`src/rtl/core/ffga_pkg.sv`:
```
`default_nettype none
// ----------------------------------------------------------------------------
// ffga_pkg: shared types for the first-fit gap allocator
// Operation codes, controller states and the command and status bundles
// that pass between the controller and the datapath.
// ----------------------------------------------------------------------------
package ffga_pkg;

    localparam logic OP_LOAD  = 1'b0;
    localparam logic OP_ALLOC = 1'b1;

    localparam int LEN_W     = 16;
    localparam int OUT_POS_W = 20;

    typedef enum logic [2:0] {
        ST_IDLE,
        ST_SCAN,
        ST_CHECK,
        ST_RESP
    } ffga_state_t;

    typedef struct packed {
        logic accept_load;
        logic start_alloc;
        logic rd_en;
        logic step;
        logic commit;
        logic miss;
        logic emit;
    } ffga_cmd_t;

    typedef struct packed {
        logic scan_end;
        logic hit;
        logic out_free;
    } ffga_sts_t;

endpackage
`default_nettype wire

```
`src/rtl/core/ffga_ctrl.sv`:
```
`default_nettype none
// ----------------------------------------------------------------------------
// ffga_ctrl: allocator sequencer
// Takes input beats, walks the gap table one entry at a time and hands the
// result to the output register.
// ----------------------------------------------------------------------------
module ffga_ctrl (
    input  wire logic               aclk,
    input  wire logic               aresetn,
    input  wire logic               s_valid,
    output logic                    s_ready,
    input  wire logic               s_operation,
    input  wire ffga_pkg::ffga_sts_t sts,
    output ffga_pkg::ffga_cmd_t     cmd
);
    import ffga_pkg::*;

    ffga_state_t state_reg;
    ffga_state_t state_next;

    // state register
    always_ff @(posedge aclk) begin
        if (!aresetn) begin
            state_reg <= ST_IDLE;
        end else begin
            state_reg <= state_next;
        end
    end

    // next state and commands
    always_comb begin
        state_next = state_reg;
        cmd        = '0;
        s_ready    = 1'b0;
        unique case (state_reg)
            ST_IDLE: begin
                s_ready = 1'b1;
                if (s_valid) begin
                    if (s_operation == OP_ALLOC) begin
                        cmd.start_alloc = 1'b1;
                        state_next      = ST_SCAN;
                    end else begin
                        cmd.accept_load = 1'b1;
                    end
                end
            end
            ST_SCAN: begin
                if (sts.scan_end) begin
                    cmd.miss   = 1'b1;
                    state_next = ST_RESP;
                end else begin
                    cmd.rd_en  = 1'b1;
                    state_next = ST_CHECK;
                end
            end
            ST_CHECK: begin
                if (sts.hit) begin
                    cmd.commit = 1'b1;
                    state_next = ST_RESP;
                end else begin
                    cmd.step   = 1'b1;
                    state_next = ST_SCAN;
                end
            end
            ST_RESP: begin
                if (sts.out_free) begin
                    cmd.emit   = 1'b1;
                    state_next = ST_IDLE;
                end
            end
            default: begin
                state_next = ST_IDLE;
            end
        endcase
    end

endmodule
`default_nettype wire

```
`config.mk`:
```
export PLATFORM = sky130hd
export DESIGN_NAME = ffga_ctrl
export DESIGN_NICKNAME = d
export VERILOG_FILES = /design/src/rtl/core/ffga_pkg.sv /design/src/rtl/core/ffga_ctrl.sv
export SDC_FILE = /design/constraint.sdc
export NUM_CORES = 1
export LEC_CHECK = 0
export ABC_AREA = 1
export BUFFER_PORTS_ARGS = -buffer_cell sky130_fd_sc_hd__buf_2
export CORE_AREA = 4 4 41 43
export DETAILED_ROUTE_END_ITERATION = 10
export DIE_AREA = 0 0 45 47
export PLACE_DENSITY = 0.44
export SYNTH_ARGS = -nofsm -noshare
export SYNTH_HDL_FRONTEND = slang
export SYNTH_SLANG_ARGS = --single-unit
```
`constraint.sdc`:
```
create_clock -name aclk -period 1.24 [get_ports aclk]
set_clock_uncertainty 0.15 [all_clocks]
set_input_delay 0.31 -clock aclk [delete_from_list [all_inputs] [get_ports aclk]]
set_output_delay 0.31 -clock aclk [all_outputs]
set_load 0.005 [all_outputs]
```
==> results of run 1 <==
==> worst max path at each step <==
stage / end / startpoint / cells past startpoint
6_report: cmd[0] / state_reg[0] / 3
4_1_cts: cmd[6] / state_reg[1] / 4
2_1_floorplan: cmd[6] / state_reg[0] / 3
3_3_place_gp: cmd[0] / state_reg[0] / 3
3_5_place_dp: cmd[0] / state_reg[0] / 3
5_1_grt: cmd[6] / state_reg[0] / 4
==> what timing repair did <==
| item | in CTS | in global routing |
|---|---|---|
| hold endpoints to repair | 0 | 0 |
| buffers inserted | 0 | 1 |
| resized for setup | 11 | 5 |
| endpoints found under the setup margin | 8 | 8 |
| pin swaps | 1 | 1 |
==> cell type report <==
cell class	instances	area share
clock buffer	3	0.0698
tap	15	0.0581
inverter	6	0.0775
sequential	2	0.147
multi-input combinational	19	0.349
timing repair buffer	17	0.298
==> synth_stat cells <==
| master | n |
|---|---|
| a21oi_1 | 1 |
| dfxtp_1 | 2 |
| inv_1 | 6 |
| nand2_1 | 8 |
| nand3_1 | 3 |
| nor2_1 | 4 |
| nor3_1 | 3 |
==> metal layers <==
layer	GRT usage	vias up
li1	-	125
met1	0.0498	94
met2	0.0819	9
met3	0.0345	0
met4	0.0526	0
met5	0	-
==> through the flow <==
| stage | cell area (sq um) | TNS [ns] | std cells |
|---|---|---|---|
| after floorplan | 143 | 0 | 27 |
| after global placement | 246 | 0 | 58 |
| after detailed placement | 246 | -0.00744 | 58 |
| after CTS | 299 | -1.05 | 61 |
| after global routing | 323 | -1.39 | 62 |
| final | 323 | -0.896 | 62 |
==> cell families after synthesis <==
family / synth area share
buffers and inverters: 0.158
AND/OR/NAND/NOR: 0.526
flip-flops: 0.281
AO/OA/AOI/OAI: 0.0351
==> worst max-delay path, stage by stage, from the launching register on <==
cell and delay [ns]:
dfxtp_4 0.38, inv_2 0.07, nor3_2 0.14, buf_2 0.13
==> power breakdown <==
group	switching [mW]	total [mW]	internal (mW)	leakage, nW
sequential	0.0168	0.0914	0.0746	0.0178
combinational	0.0550	0.113	0.0577	0.156
clock	0.0329	0.139	0.106	0.0138
total	0.105	0.343	0.239	0.187
==> flow_summary_export.csv, run 1 <==
group,metric,value,unit
sta,finalWorstSetupSlack,-0.152,ns
layout,layout_common_cells,"buf_2, nand2_1, nor2_1, inv_1, clkbuf_4",
layout,drive_above_1_share,0.638,
layout,multi_input_area,113,sq um
synth,syn-num-nets,34,
hold_path,whs_path_depth,3,
route,dr_total_vias,228,
sta,slew_violations,0,
sta,period_needed,1.39,ns
synth,synth_seq_cells,2,
sta,hold_viol_final,0,
die,fp.coreArea,1300,sq um
global_route,grt_pass1_vias,207,
die,placement_rows,13,
hold_path,hold_end,"state_reg[1]",
clocking,cts_tree,"done",
route,ant_nets,0,
layout,seq_area,47.5,sq um
layout,postLayoutCoreUtil,0.248,
route,wire_per_inst,7.92,microns
die,die_h,47,microns
layout,fillers,161,
sta,setup_viol,8,
synth,synth.top_cell.area_share,0.281,
power,leakage,0.187,nW
clocking,cts_sinks,2,
route,wl,491,microns
clocking,clk_pin_slew,0.03,ns
status,failed_checks,"setup timing",
route,drt-pass1-iter-count,1,
layout,largest_reg_flops,2,
hold_path,min_from,"aresetn",
synth,yosysUniqueCellTypes,7,
route,drt-met1-wl,194,microns
synth,synth_seq_area_share,0.281,
clocking,clockBufferDepth,2,
route,drc,0,
sta,period_share,1.12,
route,viasPerCell,3.68,
setup_path,rr_startpoint,"state_reg[1]",
sta,max_freq,0.718,GHz
die,die-area,2120,sq um
setup_path,rrSetupSlack,0.19,ns
route,drt_iter0_drc,0,
setup_path,start_kind,"flop",
synth,synth_top_cell_by_area,"dfxtp_1",
flow_run,maxCapViolCount,0,
power,total_power,0.343,mW
global_route,grt_pass1_wl,731,microns
synth,synth.area.top_cells,"dfxtp_1, nand2_1, inv_1, nand3_1, nor3_1",
synth,syn_area_per_cell,5.28,sq um
clocking,clockRootBuffer,"clkbuf_4",
layout,syn_to_final_growth,126,%
sta,slew_headroom,0.908,
setup_path,critPathKind,"reg2out",
setup_path,arrival,0.93,ns
setup_path,reg2reg_depth,6,
route,routed-wl-met3,55,microns
place,place_hpwl,401,microns
hold_path,hp-class,"in2reg",
setup_path,r2r-end,"state_reg[1]",
global_route,antenna_found_initial,0,
layout,nets,56,
global_route,overflow,0,
power,max-vdd-ir-drop,0.278,mV
sta,max_slew.worst_pin.slew,0.137,ns
global_route,grt_use_total,0.0544,
die,fp.dieW,45,microns
setup_path,endpoint_kind,"output port",
clocking,h-tree-depth,1,
setup_path,cp.required,0.78,ns
layout,diodes,0,
clocking,cts_buffers,3,
sta,rsz0062_at_grt,"yes",
clocking,cts_hold_repair.buffers,0,
die,io_pins,15,
power,p_per_area,1060,nW/um^2
status,status,"complete, but fails checks",
die,start_util,0.110,
layout,final_common_cell,"buf_2",
place,place_ws,-0.00744,ns
route,top_layer_used,"met3",
route,wl_met2,241,microns
global_route,grt_max_degree,7,
setup_path,critical_path.max_fanout,6,
place,io_buffer_count,14,
sta,worst_hold_slack,0.136,ns
synth,synth_cells,27,
clocking,clock_latency,0.22,ns
synth,synth_area,143,sq um
place,gp_congestion,0.718,
synth,ys_warn_count,0,
(Power assumes the default switching activity.)
==> run 2, diff against run 1 <==
- CORE_AREA: 4 4 41 43 -> 2 2 39 41
- DIE_AREA: 0 0 45 47 -> 0 0 41 43
- PLACE_DENSITY: 0.44 -> 0.45
- clock period: 1.24 -> 1.2 ns (I/O delays scaled with it)
==> flow_summary_export.csv, run 2 (synthesis results as in run 1) <==
group,metric,value,unit
die,io_pins,15,
global_route,grt_pass1_wl,759,microns
sta,finalWorstSetupSlack,-0.188,ns
place,post_dp_cell_area,240,sq um
setup_path,critPathKind,"reg2out",
setup_path,start_kind,"flop",
place,io_buffer_count,14,
setup_path,arrival,0.94,ns
layout,multi_input_area,103,sq um
die,placement_rows,14,
sta,setup_viol,8,
layout,postLayoutCoreUtil,0.217,
die,fp.dieW,41,microns
sta,period_needed,1.39,ns
layout,final_cells,62,
layout,nets,55,
place,place_hpwl,372,microns
layout,final_common_cell,"buf_2",
die,die-area,1760,sq um
sta,tns,-1.28,ns
sta,max_slew.worst_pin.slew,0.131,ns
route,wire_per_inst,7.68,microns
sta,rsz0062_at_grt,"yes",
layout,diodes,0,
place,gp_congestion,0.634,
place,placedCellCount,58,
route,ant_nets,0,
layout,syn_to_final_growth,111,%
layout,layout_common_cells,"buf_2, nand2_1, inv_1, nor2_1, clkbuf_4",
global_route,grt_max_degree,8,
clocking,clockBufferDepth,2,
clocking,clockRootBuffer,"clkbuf_4",
sta,worst_hold_slack,0.128,ns
clocking,cts_tree,"done",
clocking,clk_pin_slew,0.03,ns
route,viasPerCell,3.55,
die,die_h,43,microns
sta,hold_viol_final,0,
route,top_layer_used,"met3",
layout,fin_area,300,sq um
sta,slew_headroom,0.912,
power,p_per_area,1160,nW/um^2
route,wl_met2,255,microns
layout,drive_above_1_share,0.587,
route,drc,0,
clocking,cts_sinks,2,
clocking,cts_buffers,3,
route,drt-pass1-iter-count,1,
power,leakage,0.183,nW
route,dr_total_vias,220,
global_route,antenna_found_initial,0,
setup_path,cp.required,0.75,ns
sta,max_freq,0.721,GHz
route,routed-wl-met3,42,microns
global_route,overflow,0,
layout,fillers,171,
route,drt_iter0_drc,0,
status,failed_checks,"setup timing",
layout,largest_reg_flops,2,
sta,period_share,1.16,
flow_run,maxCapViolCount,0,
sta,slew_violations,0,
clocking,h-tree-depth,1,
status,status,"complete, but fails checks",
die,fp.coreArea,1380,sq um
global_route,grt_use_total,0.0721,
power,max-vdd-ir-drop,0.255,mV
setup_path,endpoint_kind,"output port",
clocking,clock_latency,0.22,ns
setup_path,critical_path.max_fanout,4,
hold_path,hp-class,"in2reg",
route,wl,476,microns
die,start_util,0.103,
global_route,grt_pass1_vias,224,
route,drt-met1-wl,178,microns
layout,seq_area,47.5,sq um
run 2: per-layer routing:
layer,vias up,global-route usage
met5,-,0
met4,0,0.100
met3,0,0.0314
met2,7,0.103
met1,92,0.0573
li1,121,-
run 2: critical path, cell delays in order (launching register included):
cell     delay (ns)
dfxtp_4        0.35
inv_2          0.09
nand2_1        0.07
nor2_1         0.09
buf_2          0.12
run 2: repair_timing:
item	in CTS	in global routing
pin swaps	1	0
setup buffers	0	1
gates resized for setup	11	0
hold buffers	0	0
setup endpoints to repair	8	8
run 2: layout make-up:
class	count	area share
Clock buffer	3	0.0750
Inverter	6	0.0750
Multi-Input combinational cell	19	0.342
Sequential cell	2	0.158
Tap cell	16	0.0667
Timing Repair Buffer	16	0.283
run 2: through the flow:
step                power [mW]  setup slack (ns)
finish                   0.348            -0.188
detailed placement       0.175           -0.0447
global route             0.381            -0.278
floorplan                0.131            0.0663
global placement         0.176           -0.0349
CTS                      0.349            -0.190
run 2: power by group:
part           switching, mW  internal (mW)
registers             0.0163         0.0770
logic                 0.0527         0.0550
clock network         0.0364          0.110
run 2: path summary, 6_finish.rpt:
| path | start | end | slack (ns) | depth (start not counted) |
|---|---|---|---|---|
| min | aresetn | state_reg[1] | 0.13 | 3 |
| max | state_reg[1] | cmd[1] | -0.19 | 4 |
| max reg2reg | state_reg[1] | state_reg[1] | 0.19 | 5 |
| min reg2reg | state_reg[0] | state_reg[0] | 0.42 | 2 |
==> run 3, diff against run 2 <==
- PLACE_DENSITY: 0.45 -> 0.44
- clock period: 1.2 -> 1.3 ns (I/O delays scaled with it)
==> flow_summary_export.csv, run 3 (synthesis results as in run 1) <==
group,metric,value,unit
status,status,"complete, but fails checks",
status,failed_checks,"setup timing",
route,top_layer_used,"met4",
clocking,cts_hold_repair.buffers,0,
die,fp.dieW,41,microns
layout,nets,53,
layout,final_cells,60,
sta,slew_violations,0,
sta,rsz0062_at_grt,"yes",
clocking,h-tree-depth,1,
clocking,clk_pin_slew,0.03,ns
layout,drive_above_1_share,0.568,
route,routed-wl-met3,46,microns
die,io_pins,15,
setup_path,endpoint_kind,"output port",
setup_path,start_kind,"flop",
route,drt_iter0_drc,0,
place,io_buffer_count,14,
die,start_util,0.103,
setup_path,arrival,0.93,ns
route,ant_nets,0,
hold_path,hp-class,"in2reg",
sta,period_share,1.08,
setup_path,critical_path.max_fanout,5,
die,placement_rows,14,
setup_path,cp.required,0.82,ns
global_route,grt_use_total,0.0611,
clocking,cts_buffers,3,
clocking,clockBufferDepth,2,
power,max-vdd-ir-drop,0.188,mV
global_route,overflow,0,
clocking,clock_latency,0.23,ns
route,wl,472,microns
global_route,grt_pass1_wl,683,microns
die,fp.coreArea,1380,sq um
power,leakage,0.173,nW
die,die_h,43,microns
global_route,grt_max_degree,8,
route,wire_per_inst,7.87,microns
layout,final_common_cell,"buf_2",
route,viasPerCell,3.75,
clocking,cts_sinks,2,
clocking,cts_tree,"done",
layout,syn_to_final_growth,100,%
place,post_dp_cell_area,233,sq um
sta,max_slew.worst_pin.slew,0.150,ns
sta,hold_viol_final,0,
global_route,antenna_found_initial,0,
global_route,grt_pass1_vias,219,
sta,period_needed,1.41,ns
route,drt-met1-wl,172,microns
sta,finalWorstSetupSlack,-0.107,ns
route,wl_met2,238,microns
layout,diodes,0,
clocking,clockRootBuffer,"clkbuf_4",
layout,fin_area,285,sq um
sta,max_freq,0.711,GHz
sta,slew_headroom,0.899,
place,placedCellCount,57,
flow_run,maxCapViolCount,0,
die,die-area,1760,sq um
layout,postLayoutCoreUtil,0.206,
route,dr_total_vias,225,
route,drt-pass1-iter-count,1,
setup_path,critPathKind,"reg2out",
layout,largest_reg_flops,2,
layout,layout_common_cells,"buf_2, nand2_1, inv_1",
power,p_per_area,1100,nW/um^2
route,drc,0,
place,gp_congestion,0.608,
sta,setup_viol,7,
place,place_hpwl,371,microns
==> run 3: where the power goes <==
group	leakage, nW	internal [mW]	switching, mW
registers	0.0178	0.0711	0.0170
logic	0.142	0.0407	0.0439
clock network	0.0138	0.102	0.0394
==> run 3: final timing paths <==
path | startpoint | endpoint | slack (ns) | cells past startpoint
worst min-delay path | aresetn | state_reg[1] | 0.14 | 3
worst max register to register | state_reg[0] | state_reg[1] | 0.36 | 5
worst min register to register | state_reg[0] | state_reg[0] | 0.42 | 2
worst max-delay path | state_reg[1] | cmd[6] | -0.11 | 4
==> run 3: metal layers <==
metal | global-route usage | up-vias
met2 | 0.0938 | 10
met1 | 0.0510 | 96
met5 | 0 | -
met3 | 0.0314 | 2
met4 | 0.0600 | 0
li1 | - | 117
==> run 3: metrics by stage <==
step	total power, mW	hold slack (ns)	setup TNS (ns)	setup WS (ns)
floorplan	0.121	0.273	0	0.141
global placement	0.158	0.377	0	0.0424
detailed placement	0.158	0.379	0	0.0299
CTS	0.322	0.140	-0.694	-0.122
global route	0.334	0.177	-0.958	-0.192
finish	0.314	0.143	-0.621	-0.107
==> run 3: cell type report <==
cell class	count	area (sq um)
clock buffers	3	22.5
fillers	168	1100
inverters	6	25.0
multi-input cells	19	100
flip-flops and latches	2	47.5
well taps	16	20.0
repair buffers	14	70.1
==> run 3: worst max-delay path, cell delays in order, from the launching register on <==
cell	delay, ns
dfxtp_4	0.36
nor2_4	0.11
nand2_1	0.05
nor2_1	0.07
buf_2	0.11
==> run 3: what timing repair did <==
action	in CTS	in global routing
pin swaps	1	1
setup buffers	0	0
setup endpoints to repair	8	8
gates resized for setup	12	0
cloned	0	0
